==> src/design/counting_semaphore_table_unit_macros.svh <==
// Assertion macros shared by the semaphore table RTL.
// Included by modules that carry concurrent checks; needs no package.
`ifndef COUNTING_SEMAPHORE_TABLE_UNIT_MACROS_SVH
`define COUNTING_SEMAPHORE_TABLE_UNIT_MACROS_SVH

// Same-cycle implication, disabled while reset is asserted.
`define CST_ASSERT_IMP(lbl, clk, rst_n, ante, cons, msg) \
    lbl: assert property (@(posedge clk) disable iff (!(rst_n)) (ante) |-> (cons)) \
        else $error(msg);

// Next-cycle implication, disabled while reset is asserted.
`define CST_ASSERT_NXT(lbl, clk, rst_n, ante, cons, msg) \
    lbl: assert property (@(posedge clk) disable iff (!(rst_n)) (ante) |=> (cons)) \
        else $error(msg);

`endif

==> src/design/cst_pkg.sv <==
// Package for the counting semaphore table: command and status codes,
// port widths, parameter defaults and the execute-unit control struct. No dependencies.
`timescale 1ns / 1ps

package cst_pkg;

    localparam int CMD_W    = 3;
    localparam int SLOT_ID_W = 4;
    localparam int INIT_W   = 16;
    localparam int STATUS_W = 2;
    localparam int VAL_W    = 16;

    localparam int SEM_SLOTS_DEF  = 16;
    localparam int COUNT_BITS_DEF = 16;

    localparam logic [CMD_W-1:0] CMD_ALLOC   = 3'd0;
    localparam logic [CMD_W-1:0] CMD_INIT    = 3'd1;
    localparam logic [CMD_W-1:0] CMD_DESTROY = 3'd2;
    localparam logic [CMD_W-1:0] CMD_WAIT    = 3'd3;
    localparam logic [CMD_W-1:0] CMD_POST    = 3'd4;

    localparam logic [STATUS_W-1:0] ST_OK         = 2'd0;
    localparam logic [STATUS_W-1:0] ST_FULL       = 2'd1;
    localparam logic [STATUS_W-1:0] ST_UNASSIGNED = 2'd2;
    localparam logic [STATUS_W-1:0] ST_SATURATED  = 2'd3;

    // Decisions of the execute unit for one transaction.
    typedef struct packed {
        logic [STATUS_W-1:0] status;
        logic                must_block;
        logic                wake_one;
        logic                cnt_we;
        logic                assign_set;
        logic                assign_clr;
    } t_exec_ctl;

endpackage

==> src/design/cst_find.sv <==
// Lowest-free-slot priority encoder over the assigned bits.
// Depends on nothing but its parameters.
`timescale 1ns / 1ps

module cst_find #(
    parameter int SEM_SLOTS = 16,
    parameter int SLOT_W    = 4
) (
    input  logic [SEM_SLOTS-1:0] i_assigned,
    output logic                 o_found,
    output logic [SLOT_W-1:0]    o_idx
);

    always_comb begin
        o_found = ~&i_assigned;
        o_idx   = '0;
        // Scan downward so the lowest clear bit wins.
        for (int i = SEM_SLOTS - 1; i >= 0; i--) begin
            if (!i_assigned[i]) begin
                o_idx = SLOT_W'(i);
            end
        end
    end

endmodule

==> src/design/cst_exec.sv <==
// Execute unit: decides status, flags and the new counter for one transaction.
// Depends on cst_pkg.
`timescale 1ns / 1ps

module cst_exec #(
    parameter int COUNT_BITS = 16
) (
    input  logic [cst_pkg::CMD_W-1:0]       i_command,
    input  logic                            i_in_range,
    input  logic                            i_assigned,
    input  logic                            i_found,
    input  logic signed [COUNT_BITS-1:0]    i_cur,
    input  logic signed [cst_pkg::INIT_W-1:0] i_init_count,
    output cst_pkg::t_exec_ctl              o_ctl,
    output logic [COUNT_BITS-1:0]           o_new_cnt,
    output logic [cst_pkg::VAL_W-1:0]       o_value
);
    import cst_pkg::*;

    // Common width for comparing the init count with the counter range.
    localparam int EW = (COUNT_BITS > INIT_W) ? COUNT_BITS : INIT_W;
    localparam logic signed [EW-1:0] CMAX_E =
        signed'(EW'({1'b0, {(COUNT_BITS-1){1'b1}}}));
    localparam logic signed [EW-1:0] CMIN_E = ~CMAX_E;
    localparam logic [COUNT_BITS-1:0] ONE = {{(COUNT_BITS-1){1'b0}}, 1'b1};

    logic                   valid;
    logic signed [EW-1:0]   init_e;
    logic signed [EW-1:0]   cur_e;
    logic signed [EW-1:0]   init_c;
    logic signed [EW-1:0]   new_e;
    logic                   init_sat;
    logic                   at_min;
    logic                   at_max;
    logic                   show_val;

    assign valid  = i_in_range && i_assigned;
    assign init_e = EW'(i_init_count);
    assign cur_e  = EW'(i_cur);
    assign at_min = (cur_e == CMIN_E);
    assign at_max = (cur_e == CMAX_E);

    always_comb begin
        priority if (init_e > CMAX_E) begin
            init_c   = CMAX_E;
            init_sat = 1'b1;
        end else if (init_e < CMIN_E) begin
            init_c   = CMIN_E;
            init_sat = 1'b1;
        end else begin
            init_c   = init_e;
            init_sat = 1'b0;
        end
    end

    always_comb begin
        o_ctl     = '0;
        o_new_cnt = i_cur;
        show_val  = 1'b0;
        unique case (i_command)
            CMD_ALLOC: begin
                if (i_found) begin
                    o_ctl.cnt_we     = 1'b1;
                    o_ctl.assign_set = 1'b1;
                    o_new_cnt        = '0;
                end else begin
                    o_ctl.status = ST_FULL;
                end
            end
            CMD_INIT: begin
                if (!valid) begin
                    o_ctl.status = ST_UNASSIGNED;
                end else begin
                    o_ctl.status = init_sat ? ST_SATURATED : ST_OK;
                    o_ctl.cnt_we = 1'b1;
                    o_new_cnt    = init_c[COUNT_BITS-1:0];
                    show_val     = 1'b1;
                end
            end
            CMD_DESTROY: begin
                if (!valid) begin
                    o_ctl.status = ST_UNASSIGNED;
                end else begin
                    o_ctl.assign_clr = 1'b1;
                end
            end
            CMD_WAIT: begin
                if (!valid) begin
                    o_ctl.status = ST_UNASSIGNED;
                end else begin
                    show_val = 1'b1;
                    if (at_min) begin
                        o_ctl.status = ST_SATURATED;
                    end else begin
                        o_ctl.cnt_we = 1'b1;
                        o_new_cnt    = i_cur - ONE;
                    end
                    o_ctl.must_block = o_new_cnt[COUNT_BITS-1];
                end
            end
            CMD_POST: begin
                if (!valid) begin
                    o_ctl.status = ST_UNASSIGNED;
                end else begin
                    show_val = 1'b1;
                    if (at_max) begin
                        o_ctl.status = ST_SATURATED;
                    end else begin
                        o_ctl.cnt_we = 1'b1;
                        o_new_cnt    = i_cur + ONE;
                    end
                    o_ctl.wake_one = o_new_cnt[COUNT_BITS-1] || (o_new_cnt == '0);
                end
            end
            default: begin
                // unused command codes: no effect
            end
        endcase
    end

    assign new_e   = EW'(signed'(o_new_cnt));
    assign o_value = show_val ? new_e[VAL_W-1:0] : '0;

endmodule

==> src/design/counting_semaphore_table_unit.sv <==
// Counting semaphore table top level: input register, counter memory,
// assigned bits, execute stage and result register.
// Depends on cst_pkg, cst_find, cst_exec and the assertion macro header.
`timescale 1ns / 1ps
`include "counting_semaphore_table_unit_macros.svh"

// Usage
// - Command channel: drive i_command, i_slot_id and i_init_count and raise
//   start; the transaction is taken at a rising edge with start high and
//   busy low. busy is held low, so one command can be issued every cycle.
// - Result channel: o_done is high for exactly one cycle with o_status,
//   o_granted_slot, o_must_block, o_wake_one and o_counter_value. The
//   receiver cannot stall; it must take the result in that cycle.
// - Path: a command taken at a rising edge passes through the stage 1
//   and result registers in turn. Throughput is one transaction per cycle.
// - Stage 1 registers the command and reads the counter memory (one read
//   port, registered). Stage 2 runs the execute unit and the free-slot
//   encoder, writes back, and registers the result.
// - A command hitting the slot written by the one just ahead of it gets the
//   fresh value through a forwarding register, since the memory read in
//   stage 1 happens on the same edge as that write.
// - Reset (i_rst_n low, synchronous) frees every slot. Counter contents are
//   undefined until alloc or init writes them; no clearing pass is run.
module counting_semaphore_table_unit #(
    parameter int SEM_SLOTS  = cst_pkg::SEM_SLOTS_DEF,
    parameter int COUNT_BITS = cst_pkg::COUNT_BITS_DEF
) (
    input  logic                                i_clk,
    input  logic                                i_rst_n,
    input  logic                                start,
    output logic                                busy,
    input  logic [cst_pkg::CMD_W-1:0]           i_command,
    input  logic [cst_pkg::SLOT_ID_W-1:0]       i_slot_id,
    input  logic signed [cst_pkg::INIT_W-1:0]   i_init_count,
    output logic                                o_done,
    output logic [cst_pkg::STATUS_W-1:0]        o_status,
    output logic [cst_pkg::SLOT_ID_W-1:0]       o_granted_slot,
    output logic                                o_must_block,
    output logic                                o_wake_one,
    output logic signed [cst_pkg::VAL_W-1:0]    o_counter_value
);
    import cst_pkg::*;

    localparam int SLOT_W = (SEM_SLOTS > 1) ? $clog2(SEM_SLOTS) : 1;

    // Counter store: one write port (stage 2), one registered read (stage 1).
    logic [COUNT_BITS-1:0]  mem [SEM_SLOTS];

    logic                   accept;
    logic [SLOT_W-1:0]      in_addr;
    logic                   in_range;

    // Stage 1 registers
    logic                   r_v;
    logic [CMD_W-1:0]       r_cmd;
    logic [SLOT_ID_W-1:0]   r_slot_id;
    logic [SLOT_W-1:0]      r_addr;
    logic                   r_in_range;
    logic signed [INIT_W-1:0] r_init;
    logic [COUNT_BITS-1:0]  r_rd;
    logic                   r_fwd;
    logic [COUNT_BITS-1:0]  r_fwd_val;

    // Slot ownership
    logic [SEM_SLOTS-1:0]   r_assigned;
    logic [SEM_SLOTS-1:0]   n_assigned;

    // Stage 2 signals
    logic                   found;
    logic [SLOT_W-1:0]      free_idx;
    logic                   cur_assigned;
    logic [COUNT_BITS-1:0]  cur_cnt;
    t_exec_ctl              ctl;
    logic [COUNT_BITS-1:0]  new_cnt;
    logic [VAL_W-1:0]       value;
    logic                   wr_en;
    logic [SLOT_W-1:0]      wr_addr;
    logic [SLOT_ID_W-1:0]   granted;

    // Result registers
    logic                   r_done;
    logic [STATUS_W-1:0]    r_status;
    logic [SLOT_ID_W-1:0]   r_granted;
    logic                   r_block;
    logic                   r_wake;
    logic [VAL_W-1:0]       r_value;

    assign busy     = 1'b0;
    assign accept   = start && !busy;
    assign in_addr  = SLOT_W'(i_slot_id);
    assign in_range = (32'(i_slot_id) < SEM_SLOTS);

    // ---------------- stage 1 ----------------
    always_ff @(posedge i_clk) begin
        if (!i_rst_n) begin
            r_v <= 1'b0;
        end else begin
            r_v <= accept;
        end
    end

    always_ff @(posedge i_clk) begin
        if (accept) begin
            r_cmd      <= i_command;
            r_slot_id  <= i_slot_id;
            r_addr     <= in_addr;
            r_in_range <= in_range;
            r_init     <= i_init_count;
            r_rd       <= mem[in_addr];
            // The memory read sees the old word when stage 2 writes the
            // same slot on this edge; keep the written word instead.
            r_fwd      <= wr_en && (wr_addr == in_addr);
            r_fwd_val  <= new_cnt;
        end
    end

    // ---------------- stage 2 ----------------
    cst_find #(
        .SEM_SLOTS (SEM_SLOTS),
        .SLOT_W    (SLOT_W)
    ) u_find (
        .i_assigned (r_assigned),
        .o_found    (found),
        .o_idx      (free_idx)
    );

    assign cur_assigned = r_in_range && r_assigned[r_addr];
    assign cur_cnt      = r_fwd ? r_fwd_val : r_rd;

    cst_exec #(
        .COUNT_BITS (COUNT_BITS)
    ) u_exec (
        .i_command    (r_cmd),
        .i_in_range   (r_in_range),
        .i_assigned   (cur_assigned),
        .i_found      (found),
        .i_cur        (signed'(cur_cnt)),
        .i_init_count (r_init),
        .o_ctl        (ctl),
        .o_new_cnt    (new_cnt),
        .o_value      (value)
    );

    // alloc targets the lowest free slot, everything else the addressed one
    assign wr_addr = (r_cmd == CMD_ALLOC) ? free_idx : r_addr;
    assign wr_en   = r_v && ctl.cnt_we;

    always_comb begin
        if (r_cmd == CMD_ALLOC) begin
            granted = found ? SLOT_ID_W'(free_idx) : '0;
        end else begin
            granted = r_slot_id;
        end
    end

    always_comb begin
        n_assigned = r_assigned;
        if (r_v && ctl.assign_set) begin
            n_assigned[wr_addr] = 1'b1;
        end
        if (r_v && ctl.assign_clr) begin
            n_assigned[wr_addr] = 1'b0;
        end
    end

    always_ff @(posedge i_clk) begin
        if (!i_rst_n) begin
            r_assigned <= '0;
        end else begin
            r_assigned <= n_assigned;
        end
    end

    always_ff @(posedge i_clk) begin
        if (wr_en) begin
            mem[wr_addr] <= new_cnt;
        end
    end

    // ---------------- result register ----------------
    always_ff @(posedge i_clk) begin
        if (!i_rst_n) begin
            r_done <= 1'b0;
        end else begin
            r_done <= r_v;
        end
    end

    always_ff @(posedge i_clk) begin
        if (r_v) begin
            r_status  <= ctl.status;
            r_granted <= granted;
            r_block   <= ctl.must_block;
            r_wake    <= ctl.wake_one;
            r_value   <= value;
        end
    end

    assign o_done          = r_done;
    assign o_status        = r_status;
    assign o_granted_slot  = r_granted;
    assign o_must_block    = r_block;
    assign o_wake_one      = r_wake;
    assign o_counter_value = signed'(r_value);

    // ---------------- checks ----------------
    `CST_ASSERT_NXT(a_done_follows, i_clk, i_rst_n, r_v, o_done, "accepted transaction lost")
    `CST_ASSERT_IMP(a_full_only_when_full, i_clk, i_rst_n, r_v && (r_cmd == CMD_ALLOC) && !found, &r_assigned, "table full reported with a free slot")
    `CST_ASSERT_NXT(a_one_alloc_per_cycle, i_clk, i_rst_n, 1'b1, $countones(r_assigned) <= $past($countones(r_assigned)) + 1, "more than one slot claimed in a cycle")
    `CST_ASSERT_IMP(a_flags_exclusive, i_clk, i_rst_n, o_done, !(o_must_block && o_wake_one), "block and wake raised together")
    `CST_ASSERT_IMP(a_full_grants_zero, i_clk, i_rst_n, o_done && (o_status == ST_FULL), o_granted_slot == '0, "table full with nonzero slot")

endmodule

==> config.mk <==
export PLATFORM = sky130hd
export DESIGN_NAME = counting_semaphore_table_unit
export DESIGN_NICKNAME = d
export VERILOG_FILES = /design/src/design/cst_pkg.sv /design/src/design/cst_find.sv /design/src/design/cst_exec.sv /design/src/design/counting_semaphore_table_unit.sv
export VERILOG_INCLUDE_DIRS = /design/src /design/src/design
export SDC_FILE = /design/constraint.sdc
export NUM_CORES = 1
export LEC_CHECK = 0
export BUFFER_PORTS_ARGS = -buffer_cell sky130_fd_sc_hd__buf_2
export CORE_MARGIN = 2
export CORE_UTILIZATION = 42
export DETAILED_ROUTE_END_ITERATION = 8
export SLEW_MARGIN = 5
export SYNTH_ARGS = -nofsm -noshare
export SYNTH_HDL_FRONTEND = slang
export SYNTH_SLANG_ARGS = --single-unit
==> constraint.sdc <==
create_clock -name i_clk -period 11.71 [get_ports i_clk]
set_input_delay 0.5855 -clock i_clk [delete_from_list [all_inputs] [get_ports i_clk]]
set_output_delay 0.5855 -clock i_clk [all_outputs]
set_load 0.01 [all_outputs]
## Word level (Yosys, flattened, before mapping)

Memories as Yosys holds them, arrays and structs flattened. A register that Yosys moved wholly into a read port is not among the register bits.
Index checks and enable logic that the tools add are counted.

| word-level totals | value |
|---|---|
| register bits | 82 |
| bits in writable memories | 256 |
| word-level logic and storage cells | 103 |
| memories | 1 |

Memories:

| memory | depth | bits a word | rd ports | clocked after Yosys merged registers in | wr ports | RTL line | text |
|---|---|---|---|---|---|---|---|
| mem | 16 | 16 | 1 | 1 | 1 | counting_semaphore_table_unit.sv:47 | `logic [COUNT_BITS-1:0] mem [SEM_SLOTS];` |

| operators by class | value |
|---|---|
| add/subtract/negate cells | 2 |
| $lt $le $gt $ge | 5 |
| equality and inequality tests | 7 |
| muxes and demuxes | 60 |
| bitwise logic cells | 3 |
| reduce and logical (&&, ||, !) cells | 12 |

Operators with widths:

| operator | count |
|---|---|
| 2-to-1 mux 16 bit | 13 |
| 2-to-1 mux 4 bit | 19 |
| one-hot mux 16 bit (4 select lines) | 1 |
| == test 16 bit, second input constant | 2 |
| adder 16 x 1 -> 16 bit, second input constant | 1 |
| bitwise AND 16 bit | 1 |
| > comparator 16 bit, second input constant | 1 |
| zero test 16 bit | 1 |
| less-than comparator 16 bit, second input constant | 1 |
| 2-to-1 mux 2 bit | 8 |
| NOT 16 bit | 1 |
| bitwise OR 16 bit | 1 |
| AND reduction 16 bit | 1 |
| subtractor 16 x 1 -> 16 bit, second input constant | 1 |
| 2-to-1 mux 1 bit | 15 |
| less-than comparator 4 x 5 -> 1 bit, second input constant | 2 |
| one-hot mux 2 bit (5 select lines) | 1 |
| == test 3 x 2 -> 1 bit, second input constant | 2 |
| logical AND 1 bit | 5 |
| binary-select mux 1 bit (select 4 bit) | 1 |
| demux 1 bit (select 4 bit) | 1 |
| == test 4 bit | 1 |
| >= comparator 4 x 1 -> 1 bit, second input constant | 1 |
| one-hot mux 1 bit (4 select lines) | 1 |
| 6 further kinds | 7 |

## Logic depth before layout (Yosys ltp)

| logic depth | value |
|---|---|
| depth after elaboration | 25 |
| gate-level depth with buffers | 16 |
| depth with buffers taken out | 11 |

## Cells and area by module

From an unflattened synthesis, not the netlist that was laid out.

| unflattened totals | value |
|---|---|
| cells, all modules | 1,089 |
| area, all modules | 16,256.8 um2 |

Modules (own cells, without submodules):

| module | times used | cells each | area an instance (um2) | seq. area each (um2) |
|---|---|---|---|---|
| counting_semaphore_table_unit | 1 | 697 | 13,894.6 | 10,450.0 |
| cst_exec | 1 | 358 | 2,195.9 | 0.0 |
| cst_find | 1 | 34 | 166.4 | 0.0 |

## Worst setup path before layout

Ideal clock, no wire load.

| timing | value |
|---|---|
| kind | register -> register |
| start | register r_fwd |
| end | memory mem[11][0] (enable) |
| library setup time | 409 ps |
| arrival time | 3,757 ps |
| data required time | 11,301 ps |
| setup slack | 7,544 ps |
| stages on the path, launching flop included | 17 |
| period minus slack after synthesis | 4,166 ps |
| cells stage by stage | edfxtp_1 buf_6 buf_4 buf_2 buf_2 nor2b_1 a21oi_1 inv_1 ha_1 inv_1 a21oi_2 and3_1 clkbuf_1 nand4_1 o2111a_2 nand2_1 nor3_1 |

| between the ends | value |
|---|---|
| longest elaborated chain between the ends | 8 |

Ends and longest elaborated chain:

| element | RTL line | text |
|---|---|---|
| start: declaration | counting_semaphore_table_unit.sv:61 | `logic r_fwd;` |
| start signal: assignment | counting_semaphore_table_unit.sv:112 | `r_fwd <= wr_en && (wr_addr == in_addr);` |
| 2-to-1 mux 16 bit * | counting_semaphore_table_unit.sv:128 | `assign cur_cnt = r_fwd ? r_fwd_val : r_rd;` |
| == test 16 bit, on equally long branches | cst_exec.sv:41, cst_exec.sv:40 |  |
| 2-to-1 mux 1 bit, on equally long branches | cst_exec.sv:106, cst_exec.sv:92 |  |
| 2-to-1 mux 1 bit, on equally long branches | cst_exec.sv:102, cst_exec.sv:88 |  |
| one-hot mux 1 bit (4 select lines) * | cst_exec.sv:60 | `unique case (i_command)` |
| logical AND 1 bit * | counting_semaphore_table_unit.sv:146 | `assign wr_en = r_v && ctl.cnt_we;` |
| 2-to-1 mux 1 bit * | counting_semaphore_table_unit.sv:175 | `if (wr_en) begin` |
| 2-to-1 mux 1 bit (implied by the code) * | counting_semaphore_table_unit.sv:176 | `mem[wr_addr] <= new_cnt;` |
| end: declaration | counting_semaphore_table_unit.sv:47 |  |

Every way passes the cells marked *; elsewhere a longest branch is shown, timed or not.

## Worst setup path in the final report

| timing | value |
|---|---|
| start | register r_fwd |
| end | memory mem[0][11] (data pin) |

| between the ends | value |
|---|---|
| longest elaborated chain between the ends | 7 |

Ends and longest elaborated chain:

| element | RTL line | text |
|---|---|---|
| 2-to-1 mux 16 bit * | counting_semaphore_table_unit.sv:128 |  |
| adder 16 x 1 -> 16 bit or == test 16 bit (tied branches) | cst_exec.sv:110, cst_exec.sv:41 |  |
| 2-to-1 mux 16 bit | cst_exec.sv:106 | `if (at_max) begin` |
| 2-to-1 mux 16 bit | cst_exec.sv:102 | `if (!valid) begin` |
| 2-to-1 mux 16 bit | cst_exec.sv:60 |  |
| 2-to-1 mux 16 bit | cst_exec.sv:102 |  |
| one-hot mux 16 bit (4 select lines) * | cst_exec.sv:60 |  |
| via new_cnt[11] | counting_semaphore_table_unit.sv:74 | `logic [COUNT_BITS-1:0] new_cnt;` |

Mark *: on every way through the listed nets, which the timed path passes. The rest lies on a longest branch. The select of a mux whose other input is x is not followed.

==> metrics.log <==
[metrics] Critical Path Source Type: flop
[metrics] slew of the pin with the lowest slew margin: 1.211 ns
[metrics] horizontal die dimension: 197.3 um
[metrics] pwr dens: 169.1 mW/mm2
[metrics] highest fanout seen on the critical path: 60
[metrics] category of the worst setup path capture point: flop
[metrics] layout filler cell count: 3,105
[metrics] reg-to-reg slack, setup: 7.28 ns
[metrics] number of cells on the critical path: 11
[metrics] total routing usage reported by global routing: 20.39%
[metrics] total via count in the routed design: 9,226
[metrics] most common cell after layout, fill and taps aside: sky130_fd_sc_hd__edfxtp_1
[metrics] final weighted congestion in routability-driven placement: 0.9514
[metrics] Crit Path Category: reg -> reg
[metrics] TritonRoute pass-1 iters: 6
[metrics] buffers from clock root to sink, at most: 3
[metrics] diodes inserted: 0
[metrics] number of buffers and inverters on the critical path: 3
[metrics] #FFs+latches synth: 354
[metrics] DR WL/cell: 25.55 um
[metrics] Worst path slowest cell: sky130_fd_sc_hd__a21oi_1
[metrics] post-route insts no fill: 1,517
[metrics] clock latency at the later pin of the worst-skew pair: 0.54 ns
[metrics] P_leak: 5.679 nW
[metrics] Total Die Area: 0.03894 mm2
[metrics] buffers inserted during post-CTS setup optimization: 0
[metrics] clock root cell: sky130_fd_sc_hd__clkbuf_16
[metrics] DR top layer: met4
[metrics] largest voltage drop on the vdd net: 132.3 uV
[metrics] CP most frequent cell: sky130_fd_sc_hd__inv_1
[metrics] reg2reg end: mem[0][11]$_DFFE_PP_
[metrics] critical path endpoint: mem[0][11]$_DFFE_PP_
[metrics] Core Box Area: 0.03670 mm2
[metrics] Final Setup Violations: 0
[metrics] CP delay by family, top: compound AO/OA/AOI/OAI gates
[metrics] Post-Place Cells: 1,446
[metrics] data required time of the worst path: 11.86 ns
[metrics] launch instance of the worst register-to-register path: r_fwd$_DFFE_PP_
[metrics] largest net degree at the start of global routing: 67
[metrics] yosys synthesis warning count: 0
[metrics] fraction of registers with async set or reset after synthesis: 0%
[metrics] Overflow after GRT: 0
[metrics] Die H: 197.3 um
[metrics] number of hold-slack violations in the final timing report: 0
[metrics] final WL: 38,760 um
[metrics] worst clock skew: 0.01785 ns
[metrics] antenna violations before repair: 0
[metrics] initial cell density of the core: 42.78%
[metrics] number of gates resized after CTS: 0
[metrics] Setup TNS Final: 0 ns
[metrics] number of placed I/O pins: 52
[metrics] unrepaired setup endpoints after global routing: no
[metrics] post-synthesis sequential area ratio: 66.57%
[metrics] number of hold buffers added after CTS: 0
[metrics] type of the tightest min-delay check: in -> reg
[metrics] Maximum Capacitance Violations: 0
[metrics] Slowest Stage Delay on Critical Path: 0.98 ns
[metrics] Slew headroom: 19.24%
[metrics] number of max-slew violations in the final report: 0
[metrics] Avg Inst Size Synth: 16.32 um2
[metrics] clock tree from TritonCTS: yes
[metrics] number of enable flip-flop cells after synthesis: 336
[metrics] post-route antenna net violation count: 0
[metrics] clock transition at the register clock pins on the worst setup and hold paths after CTS: 0.06 ns
[metrics] Synth Net Count: 991
[metrics] global-route wire length before repair: 59,200 um
[metrics] total standard cell area after synthesis: 0.01570 mm2
[metrics] CP startpoint: r_fwd$_DFFE_PP_
[metrics] cell chain of the critical path: buf_4, mux2i_1, inv_1, ha_1, inv_1, a21oi_2, a31oi_1, a41oi_1, nor3b_2, o31ai_1, a21oi_1
[metrics] dominant register cell in the synthesized netlist: sky130_fd_sc_hd__edfxtp_1
[metrics] number of clock sinks: 354
[metrics] data arrival time of the critical path: 4.58 ns
[metrics] Iteration-0 DRC Markers: 948
[metrics] met3 routed WL: 2235 um
[metrics] commonest cells after routing, fill and taps aside: sky130_fd_sc_hd__edfxtp_1 (336), sky130_fd_sc_hd__mux4_2 (80), sky130_fd_sc_hd__nand2_1 (60)
[metrics] gate count of the mapped netlist: 962
[metrics] detailed-routed wire length on met2: 17,710 um
[metrics] count of different cell masters after synthesis: 95
[metrics] number of H-tree levels: 2
[metrics] # nets final: 1,048
[metrics] maximum achievable frequency: 0.2259 GHz
[metrics] post-synthesis to final-layout area growth: 12.99%
[metrics] result of the run: completed
[metrics] number of cells on the worst reg-to-reg path: 11
[metrics] Final HPWL DP: 25,810 um
[metrics] vias in the first global route: 9,150
[metrics] Buffers on Ports: 50
[metrics] share of the clock period used by the worst path: 37.80%
[metrics] share of cells above drive strength 1: 26.22%
[metrics] routed length on met1: 17,770 um
[metrics] cts bufs inserted: 39
[metrics] DR vias/cell: 6.082
[metrics] Final min period: 4.426 ns
[metrics] number of cell rows: 70
[metrics] number of design rule violations left after detail routing: 0
==> stage by stage <==
stage / area, um2 / hold slack [ns] / power, mW / util [%] / setup WS (ns)
floorplan: 15700 / 0.4604 / 1.687 / - / 7.544
global placement: 16460 / 0.5146 / 1.798 / 44.84 / 7.479
detailed placement: 16460 / 0.5098 / 1.800 / 44.84 / 7.348
CTS: 17730 / 0.2070 / 3.030 / 48.32 / 7.320
global route: 17740 / 0.2218 / 3.103 / 48.33 / 6.925
finish: 17740 / 0.2320 / 2.999 / 48.33 / 7.284
==> state kept, by name, summed over array words and instances (netlist names), 2 cells and up <==
| signal | count |
|---|---|
| r_rd | 16 |
| o_status | 2 |
| r_addr | 4 |
| r_cmd | 3 |
| o_counter_value | 16 |
| r_init | 16 |
| r_fwd_val | 16 |
| r_assigned | 16 |
| o_granted_slot | 4 |
| mem | 256 |
==> cell usage after synthesis, types with 12 or more instances <==
master,instances,area (um2)
sky130_fd_sc_hd__nor3_1,28,140.1
sky130_fd_sc_hd__a31oi_1,15,93.84
sky130_fd_sc_hd__mux2i_1,16,160.2
sky130_fd_sc_hd__nand2_1,60,225.2
sky130_fd_sc_hd__edfxtp_1,336,10090
sky130_fd_sc_hd__nand4_1,12,75.07
sky130_fd_sc_hd__mux4_2,80,1802
sky130_fd_sc_hd__mux2_2,17,191.4
sky130_fd_sc_hd__a21oi_1,42,210.2
sky130_fd_sc_hd__nand3_1,20,100.1
sky130_fd_sc_hd__clkbuf_1,23,86.33
sky130_fd_sc_hd__dfxtp_1,18,360.4
sky130_fd_sc_hd__o21ai_0,19,95.09
sky130_fd_sc_hd__nor2_1,47,176.4
==> cells by family after synthesis <==
group / count (synthesis) / synth area share (%)
AND/OR/NAND/NOR: 238 / 7.971
XOR/XNOR: 10 / 0.5580
adder cells (fa/ha/maj): 3 / 0.2391
multiplexers: 116 / 14.09
flip-flops: 354 / 66.57
AO/OA/AOI/OAI: 180 / 8.688
buffers and inverters: 60 / 1.857
other: 1 / 0.02389
==> layout make-up <==
cell class	instances	area (um2)	share of cell area, %
Sequential cell	354	10450	58.92
Multi-Input combinational cell	548	5014	28.27
Clock inverter	24	271.5	1.531
Timing Repair Buffer	66	372.9	2.102
Tap cell	468	585.6	3.301
Clock buffer	47	1006	5.672
Inverter	10	37.54	0.2116
==> how the worst min path moves through the flow <==
stage                                         start                   endpoint  slack [ns]  cells past startpoint
after floorplan           r_assigned[15]$_SDFF_PN0_  r_assigned[15]$_SDFF_PN0_        0.46                      2
after global placement    r_assigned[15]$_SDFF_PN0_  r_assigned[15]$_SDFF_PN0_        0.51                      2
after detailed placement  r_assigned[15]$_SDFF_PN0_  r_assigned[15]$_SDFF_PN0_        0.51                      2
after CTS                          i_init_count[13]       r_init[13]$_DFFE_PP_        0.21                      1
after global routing                i_init_count[4]        r_init[4]$_DFFE_PP_        0.22                      1
final                              i_init_count[13]       r_init[13]$_DFFE_PP_        0.23                      1
==> layer usage <==
metal  vias up  track usage [%]
met2       324            31.55
met1      4764            30.27
met5         -                0
met3        65            2.834
li1       4073                -
met4         0            5.848
==> power breakdown <==
| part | internal [mW] | leakage [nW] | switching [mW] | total (mW) |
|---|---|---|---|---|
| clock network | 0.728 | 0.616 | 0.498 | 1.23 |
| logic | 0.0881 | 1.82 | 0.197 | 0.285 |
| registers | 1.46 | 3.24 | 0.0252 | 1.49 |
Power figures use the tool's default switching activity.
